$ cat src/hdl/mfd_pkg.sv
`timescale 1ns / 1ps

package mfd_pkg;

   localparam int HDR_BYTES  = 12;
   localparam int CNT_W      = 4;
   localparam int CSR_ADDR_W = 3;
   localparam int CSR_DATA_W = 32;

   localparam logic [1:0] KIND_HEADER  = 2'd0;
   localparam logic [1:0] KIND_PAYLOAD = 2'd1;
   localparam logic [1:0] KIND_ERROR   = 2'd2;

   localparam logic [1:0] ERR_MAGIC   = 2'd0;
   localparam logic [1:0] ERR_VERSION = 2'd1;
   localparam logic [1:0] ERR_LENGTH  = 2'd2;

   localparam logic REG_MAGIC   = 1'b0;
   localparam logic REG_VERSION = 1'b1;

   typedef struct packed {
      logic [15:0] magic;
      logic [7:0]  version;
   } cfg_type;

   typedef struct packed {
      logic        valid;
      logic [1:0]  kind;
      logic [7:0]  message_type;
      logic [15:0] status_code;
      logic [31:0] sequence_res;
      logic [15:0] payload_length;
      logic [7:0]  payload_byte;
      logic        last;
      logic [1:0]  error_kind;
   } rsp_type;

endpackage

$ cat src/hdl/mfd_csr.sv
`timescale 1ns / 1ps

module mfd_csr (
   input  logic                           clock,
   input  logic                           reset,
   input  logic                           psel,
   input  logic                           penable,
   input  logic                           pwrite,
   input  logic [mfd_pkg::CSR_ADDR_W-1:0] paddr,
   input  logic [mfd_pkg::CSR_DATA_W-1:0] pwdata,
   output logic [mfd_pkg::CSR_DATA_W-1:0] prdata,
   output logic                           pready,
   output mfd_pkg::cfg_type               cfg
);
   import mfd_pkg::*;

   logic        reg_idx;
   logic        wr_en;
   logic [15:0] magic_ff, magic_in;
   logic [7:0]  version_ff, version_in;

   assign reg_idx = paddr[2];
   assign wr_en   = psel && penable && pwrite;
   assign pready  = 1'b1;

   always_comb begin
      magic_in   = magic_ff;
      version_in = version_ff;
      if (wr_en) begin
         unique case (reg_idx)
            REG_MAGIC:   magic_in   = pwdata[15:0];
            REG_VERSION: version_in = pwdata[7:0];
            default: ;
         endcase
      end
   end

   always_comb begin
      unique case (reg_idx)
         REG_MAGIC:   prdata = {{(CSR_DATA_W-16){1'b0}}, magic_ff};
         REG_VERSION: prdata = {{(CSR_DATA_W-8){1'b0}}, version_ff};
         default:     prdata = '0;
      endcase
   end

   always_ff @(posedge clock) begin
      if (reset) begin
         magic_ff   <= '0;
         version_ff <= '0;
      end else begin
         magic_ff   <= magic_in;
         version_ff <= version_in;
      end
   end

   assign cfg.magic   = magic_ff;
   assign cfg.version = version_ff;

endmodule

$ cat src/hdl/mfd_core.sv
`timescale 1ns / 1ps

module mfd_core (
   input  logic             clock,
   input  logic             reset,
   input  logic             step,
   input  logic [7:0]       stream_byte,
   input  mfd_pkg::cfg_type cfg,
   output mfd_pkg::rsp_type res
);
   import mfd_pkg::*;

   localparam logic [1:0] PH_HEADER  = 2'd0;
   localparam logic [1:0] PH_PAYLOAD = 2'd1;
   localparam logic [1:0] PH_DEAD    = 2'd2;

   localparam int HIST_W = 8 * (HDR_BYTES - 1);
   localparam logic [CNT_W-1:0] LAST_IDX = CNT_W'(HDR_BYTES - 1);
   localparam logic [15:0] HDR_LEN = 16'(HDR_BYTES);

   logic [1:0]       phase_ff, phase_in;
   logic [CNT_W-1:0] count_ff, count_in;
   logic [15:0]      remain_ff, remain_in;
   logic [HIST_W-1:0] hist_ff, hist_in;

   logic [8*HDR_BYTES-1:0] full;
   logic [15:0] magic, total, remain_dec;
   logic [7:0]  version;

   assign full       = {hist_ff, stream_byte};
   assign magic      = full[95:80];
   assign version    = full[79:72];
   assign total      = full[63:48];
   assign remain_dec = remain_ff - 16'd1;

   always_comb begin
      res       = '0;
      phase_in  = phase_ff;
      count_in  = count_ff;
      remain_in = remain_ff;
      hist_in   = hist_ff;
      unique case (phase_ff)
         PH_PAYLOAD: begin
            res.valid        = 1'b1;
            res.kind         = KIND_PAYLOAD;
            res.payload_byte = stream_byte;
            res.last         = (remain_dec == 16'd0);
            remain_in        = remain_dec;
            if (remain_dec == 16'd0) begin
               phase_in = PH_HEADER;
            end
         end
         PH_HEADER: begin
            hist_in = full[HIST_W-1:0];
            if (count_ff != LAST_IDX) begin
               count_in = count_ff + 1'b1;
            end else begin
               count_in  = '0;
               res.valid = 1'b1;
               res.last  = 1'b1;
               if (magic != cfg.magic) begin
                  res.kind       = KIND_ERROR;
                  res.error_kind = ERR_MAGIC;
                  phase_in       = PH_DEAD;
               end else if (version != cfg.version) begin
                  res.kind       = KIND_ERROR;
                  res.error_kind = ERR_VERSION;
                  phase_in       = PH_DEAD;
               end else if (total < HDR_LEN) begin
                  res.kind       = KIND_ERROR;
                  res.error_kind = ERR_LENGTH;
                  phase_in       = PH_DEAD;
               end else begin
                  res.kind           = KIND_HEADER;
                  res.message_type   = full[71:64];
                  res.status_code    = full[47:32];
                  res.sequence_res   = full[31:0];
                  res.payload_length = total - HDR_LEN;
                  res.last           = (total == HDR_LEN);
                  remain_in          = total - HDR_LEN;
                  if (total != HDR_LEN) begin
                     phase_in = PH_PAYLOAD;
                  end
               end
            end
         end
         default: ;
      endcase
   end

   always_ff @(posedge clock) begin
      if (reset) begin
         phase_ff  <= PH_HEADER;
         count_ff  <= '0;
         remain_ff <= '0;
      end else if (step) begin
         phase_ff  <= phase_in;
         count_ff  <= count_in;
         remain_ff <= remain_in;
      end
   end

   always_ff @(posedge clock) begin
      if (step) begin
         hist_ff <= hist_in;
      end
   end

endmodule

$ cat src/hdl/message_frame_deframer_top.sv
`timescale 1ns / 1ps
// Channel   Direction  Handshake            Payload
// req_      in         req_valid/req_stall  stream_byte
// rsp_      out        rsp_valid/rsp_stall  kind .. error_kind
// csr       in/out     psel/penable/pready  expected_magic @0, expected_version @4
//
// One byte per cycle sustained while rsp_stall is low; a byte waits in the input
// register, and its result is computed and registered into the output register.
// Synchronous reset clears the framing state; after a frame error the block
// stays dead until reset. rsp_stall holds the output register and backs up
// into req_stall only while both registers are full.

module message_frame_deframer_top (
   input  logic                           clock,
   input  logic                           reset,
   input  logic                           req_valid,
   output logic                           req_stall,
   input  logic [7:0]                     req_stream_byte,
   output logic                           rsp_valid,
   input  logic                           rsp_stall,
   output logic [1:0]                     rsp_kind,
   output logic [7:0]                     rsp_message_type,
   output logic [15:0]                    rsp_status_code,
   output logic [31:0]                    rsp_sequence_res,
   output logic [15:0]                    rsp_payload_length,
   output logic [7:0]                     rsp_payload_byte,
   output logic                           rsp_last,
   output logic [1:0]                     rsp_error_kind,
   input  logic                           psel,
   input  logic                           penable,
   input  logic                           pwrite,
   input  logic [mfd_pkg::CSR_ADDR_W-1:0] paddr,
   input  logic [mfd_pkg::CSR_DATA_W-1:0] pwdata,
   output logic [mfd_pkg::CSR_DATA_W-1:0] prdata,
   output logic                           pready
);
   import mfd_pkg::*;

   cfg_type cfg;
   rsp_type res;
   rsp_type rsp_ff;

   logic       in_valid_ff, in_valid_in;
   logic [7:0] in_byte_ff;
   logic       rsp_valid_ff, rsp_valid_in;
   logic       adv;
   logic       step;

   assign adv       = !rsp_valid_ff || !rsp_stall;
   assign step      = in_valid_ff && adv;
   assign req_stall = in_valid_ff && !adv;

   assign in_valid_in  = req_stall ? in_valid_ff : req_valid;
   assign rsp_valid_in = adv ? (step && res.valid) : rsp_valid_ff;

   mfd_csr u_csr (
      .clock   (clock),
      .reset   (reset),
      .psel    (psel),
      .penable (penable),
      .pwrite  (pwrite),
      .paddr   (paddr),
      .pwdata  (pwdata),
      .prdata  (prdata),
      .pready  (pready),
      .cfg     (cfg)
   );

   mfd_core u_core (
      .clock       (clock),
      .reset       (reset),
      .step        (step),
      .stream_byte (in_byte_ff),
      .cfg         (cfg),
      .res         (res)
   );

   always_ff @(posedge clock) begin
      if (reset) begin
         in_valid_ff  <= 1'b0;
         rsp_valid_ff <= 1'b0;
      end else begin
         in_valid_ff  <= in_valid_in;
         rsp_valid_ff <= rsp_valid_in;
      end
   end

   always_ff @(posedge clock) begin
      if (req_valid && !req_stall) begin
         in_byte_ff <= req_stream_byte;
      end
      if (step && res.valid) begin
         rsp_ff <= res;
      end
   end

   assign rsp_valid          = rsp_valid_ff;
   assign rsp_kind           = rsp_ff.kind;
   assign rsp_message_type   = rsp_ff.message_type;
   assign rsp_status_code    = rsp_ff.status_code;
   assign rsp_sequence_res   = rsp_ff.sequence_res;
   assign rsp_payload_length = rsp_ff.payload_length;
   assign rsp_payload_byte   = rsp_ff.payload_byte;
   assign rsp_last           = rsp_ff.last;
   assign rsp_error_kind     = rsp_ff.error_kind;

endmodule

$ cat config.mk
export PLATFORM = sky130hd
export DESIGN_NAME = message_frame_deframer_top
export DESIGN_NICKNAME = d
export VERILOG_FILES = /design/src/hdl/mfd_pkg.sv /design/src/hdl/mfd_csr.sv /design/src/hdl/mfd_core.sv /design/src/hdl/message_frame_deframer_top.sv
export SDC_FILE = /design/constraint.sdc
export NUM_CORES = 1
export LEC_CHECK = 0
export CAP_MARGIN = 30
export CORE_MARGIN = 2
export CORE_UTILIZATION = 27
export DETAILED_ROUTE_END_ITERATION = 16
export DONT_BUFFER_PORTS = 1
export GPL_TIMING_DRIVEN = 0
export PLACE_DENSITY_LB_ADDON = 0.08
export SYNTH_ARGS = -nofsm -noshare
export SYNTH_HDL_FRONTEND = slang
export SYNTH_HIERARCHICAL = 1
export SYNTH_SLANG_ARGS = --single-unit
$ cat constraint.sdc
create_clock -name clock -period 10.51 [get_ports clock]
set_clock_uncertainty 0.05 [all_clocks]
set_input_delay 0.5255 -clock clock [delete_from_list [all_inputs] [get_ports clock]]
set_output_delay 0.5255 -clock clock [all_outputs]
set_load 0.03 [all_outputs]
==> reports/metrics.cfg <==
[status]
outcome = finished, final reports clean

[yosys]
synth-xor-area-share_pct = 3.59
synth.yosys.seq_area_share_pct = 67.3
netlist_instances = 699
synth_top_area_share_pct = 57.2
synth_compound_area_share_pct = 5.88
synth_seq_cells = 229
muxShareOfSynthArea_pct = 3.58
synth_edf_count = 181
synth_area_leaders = edfxtp_1, dfxtp_1, and3_1
syn-cell-area_mm2 = 0.00950
synth_top_family_by_area = simple AND/OR/NAND/NOR gates
synth-main-ff-cell = edfxtp_1
yosys.area_share.simple_pct = 15.0
synthAdderAreaFrac_pct = 0.527
yosysTopAreaCell = edfxtp_1
synth.top_cells.by_count = edfxtp_1, and3_1, nor2_1
avgSynthCellArea_um2 = 13.6
async_reset_ff_share_pct = 0
ys_types = 63
yosys_warnings = 6
synth_most_common_cell = edfxtp_1

[timing]
slew_headroom_pct = 31.8
worstMarginPinSlew_ns = 1.02
tns_ns = 0
rsz0062_at_grt = false
final-setup-viol-count = 0
final-hold-violation-count = 0
timing.fmax_ghz = 0.348
period_needed_ns = 2.88
final.period_utilization_pct = 27.4
maxSlewViolCount = 0

[floorplan]
dieHeight_um = 192
dieWidth_um = 192
fp-row-count = 68
dieArea_mm2 = 0.0367
core_mm2 = 0.0346
io_pins = 170
initial_core_util_pct = 27.4

[clocking]
clk_latency_ns = 0.55
cts.sinks = 229
cts.path.max_buffers = 3
clkTransAtPathRegs_ns = 0.05
cts-root-buf = clkbuf_16
cts_tree = done
numCtsBuffers = 27
htreeDepth = 1

[job]
drv_cap = 0

[placement]
post_dp_cell_area_mm2 = 0.0102
numPortBuffers = 0
dpl.hpwl_mm = 17.7
gp_congestion = 0.799
placed_cells = 1174

[routing]
wirelength_mm = 24.7
avgViaCountPerCell = 4.63
vias = 5669
drcViolationCount = 0
drt_iter0_markers = 261
wl_per_cell_um = 20.2
ant_nets = 0
firstDrtPassIters = 4

[global_routing]
grt_overflow_total = 0
grt_first_pass_wirelength_mm = 37.2
grt_max_degree = 59
antenna_found_initial = 0
grt_pass1_vias = 5935
met2_usage_pct = 22.9
grt_use_total_pct = 13.4
grt_util_met1_pct = 16.5
grt.busiest_layer = met2
use_met3_pct = 3.86

[critical_path]
path_max_fanout = 10
cp.required_ns = 10.74
r2r-start = u_core/hist_ff[47]$_DFFE_PP_
rr_endpoint = rsp_payload_length[7]$_DFFE_PP_
start_kind = flip-flop
crit_type = reg -> reg
worstRegToRegCells = 8
rrSetupSlack_ns = 7.63
cp-end-kind = flip-flop
arrival_ns = 3.11

[power_and_ir_drop]
p_per_area_mw_per_mm2 = 213
leakagePower_nw = 3.94
power.total_mw = 2.37
peakVddDrop_mv = 0.107

[worst_hold_path]
min_to = in_byte_ff[1]$_DFFE_PP_
hp-start = req_stream_byte[1]
hold_class = in -> reg
whs_path_depth = 0

[final_layout]
fin_cells = 1224
drive_gt1_share_pct = 12.0
nets = 806
area.growth.synth_to_final_pct = 17.2
antennaDiodeCount = 0
postLayoutCellArea_mm2 = 0.0111

power by group:
part           leakage, nW  switching, mW  total [mW]  internal (mW)
registers             2.06         0.0950        1.17           1.08
logic                 1.47          0.198       0.287         0.0887
clock network        0.408          0.368       0.911          0.543
total                 3.94          0.662        2.37           1.71
repair_timing:
action | in CTS | in global routing
endpoints found under the hold margin | 4 | 1
gates resized for setup | 0 | 0
hold buffers | 3 | 1
buffers inserted | 0 | 0
metal layers:
metal / up-vias / part of all wire [%]
li1: 2680 / -
met1: 2775 / 42
met2: 182 / 49
met3: 32 / 7.6
met4: 0 / 1.8
met5: - / 0
how the worst max path moves through the flow:
stage / from / to / slack [ns] / depth (start not counted)
after floorplan: u_core/count_ff[0]$_SDFFE_PP0P_ / rsp_error_kind[0]$_DFFE_PP_ / 4.84 / 5
after global placement: u_core/count_ff[0]$_SDFFE_PP0P_ / rsp_payload_length[5]$_DFFE_PP_ / 2.52 / 5
after detailed placement: u_core/hist_ff[47]$_DFFE_PP_ / rsp_payload_length[11]$_DFFE_PP_ / 7.63 / 8
after CTS: u_core/hist_ff[47]$_DFFE_PP_ / rsp_payload_length[7]$_DFFE_PP_ / 7.61 / 8
after global routing: u_core/remain_ff[0]$_SDFFE_PP0P_ / rsp_last$_DFFE_PP_ / 7.45 / 8
final: u_core/hist_ff[47]$_DFFE_PP_ / rsp_payload_length[7]$_DFFE_PP_ / 7.63 / 8
area by class of cell:
cell class | instances | area, um2
Tap cell | 455 | 569
Timing Repair Buffer | 9 | 140
Multi-Input combinational cell | 424 | 2790
Fill cell | 3445 | 23500
Inverter | 9 | 36.3
Clock buffer | 32 | 694
Sequential cell | 229 | 6400
Clock inverter | 14 | 158
Buffer | 52 | 352
metrics by stage:
stage / hold WS (ns) / util, % / worst slack (ns)
6_report: 0.0294 / 32.2 / 7.63
3_3_place_gp: 0.375 / 29.3 / 2.52
3_5_place_dp: 0.377 / 29.6 / 7.63
5_1_grt: 0.0000247 / 32.2 / 7.45
2_1_floorplan: 0.367 / - / 4.84
4_1_cts: 0.00316 / 32.1 / 7.61
critical path: stages (launching register included):
cell,delay (ns)
edfxtp_1,0.53
or4_4,0.60
or4_4,0.54
nor3b_4,0.20
and2_4,0.17
buf_6,0.15
nand2_2,0.12
buf_4,0.18
nor2_1,0.06
cells in the final DEF (no fill, tap or decap), drive strengths merged, types with 8 or more instances in the layout:
cell type | netlist | final
a21oi | 22 | 22
mux2 | 8 | 8
nand2b | 42 | 42
or4 | 9 | 9
nor2 | 52 | 52
o21ai | 10 | 10
o31ai | 12 | 12
nand2 | 26 | 26
and3 | 67 | 67
buf | 30 | 35
clkbuf | 22 | 54
dfxtp | 48 | 48
mux2i | 25 | 25
conb | 2 | 17
edfxtp | 181 | 181
nor2b | 8 | 8
nor3 | 11 | 11
clkinv | 0 | 8
nand4 | 10 | 10
inv | 9 | 10
xnor2 | 34 | 34
logic make-up after synthesis:
| logic type | after synthesis |
|---|---|
| compound gates | 81 |
| xor+xnor | 39 |
| fa+ha+maj | 4 |
| buf+inv | 61 |
| flops | 229 |
| mux | 33 |
| other cells | 2 |
| simple gates | 250 |
registers in the layout (all words and copies together) (netlist names), 2 cells and up:
signal	flops
u_core/phase_ff	2
u_core/count_ff	4
rsp_sequence_res	32
rsp_kind	2
rsp_message_type	8
rsp_payload_byte	8
rsp_status_code	16
rsp_error_kind	2
u_core/hist_ff	88
u_csr/magic_ff	16
u_csr/version_ff	8
in_byte_ff	8
u_core/remain_ff	16
rsp_payload_length	16
No activity file was read; power rests on OpenSTA's default activity.
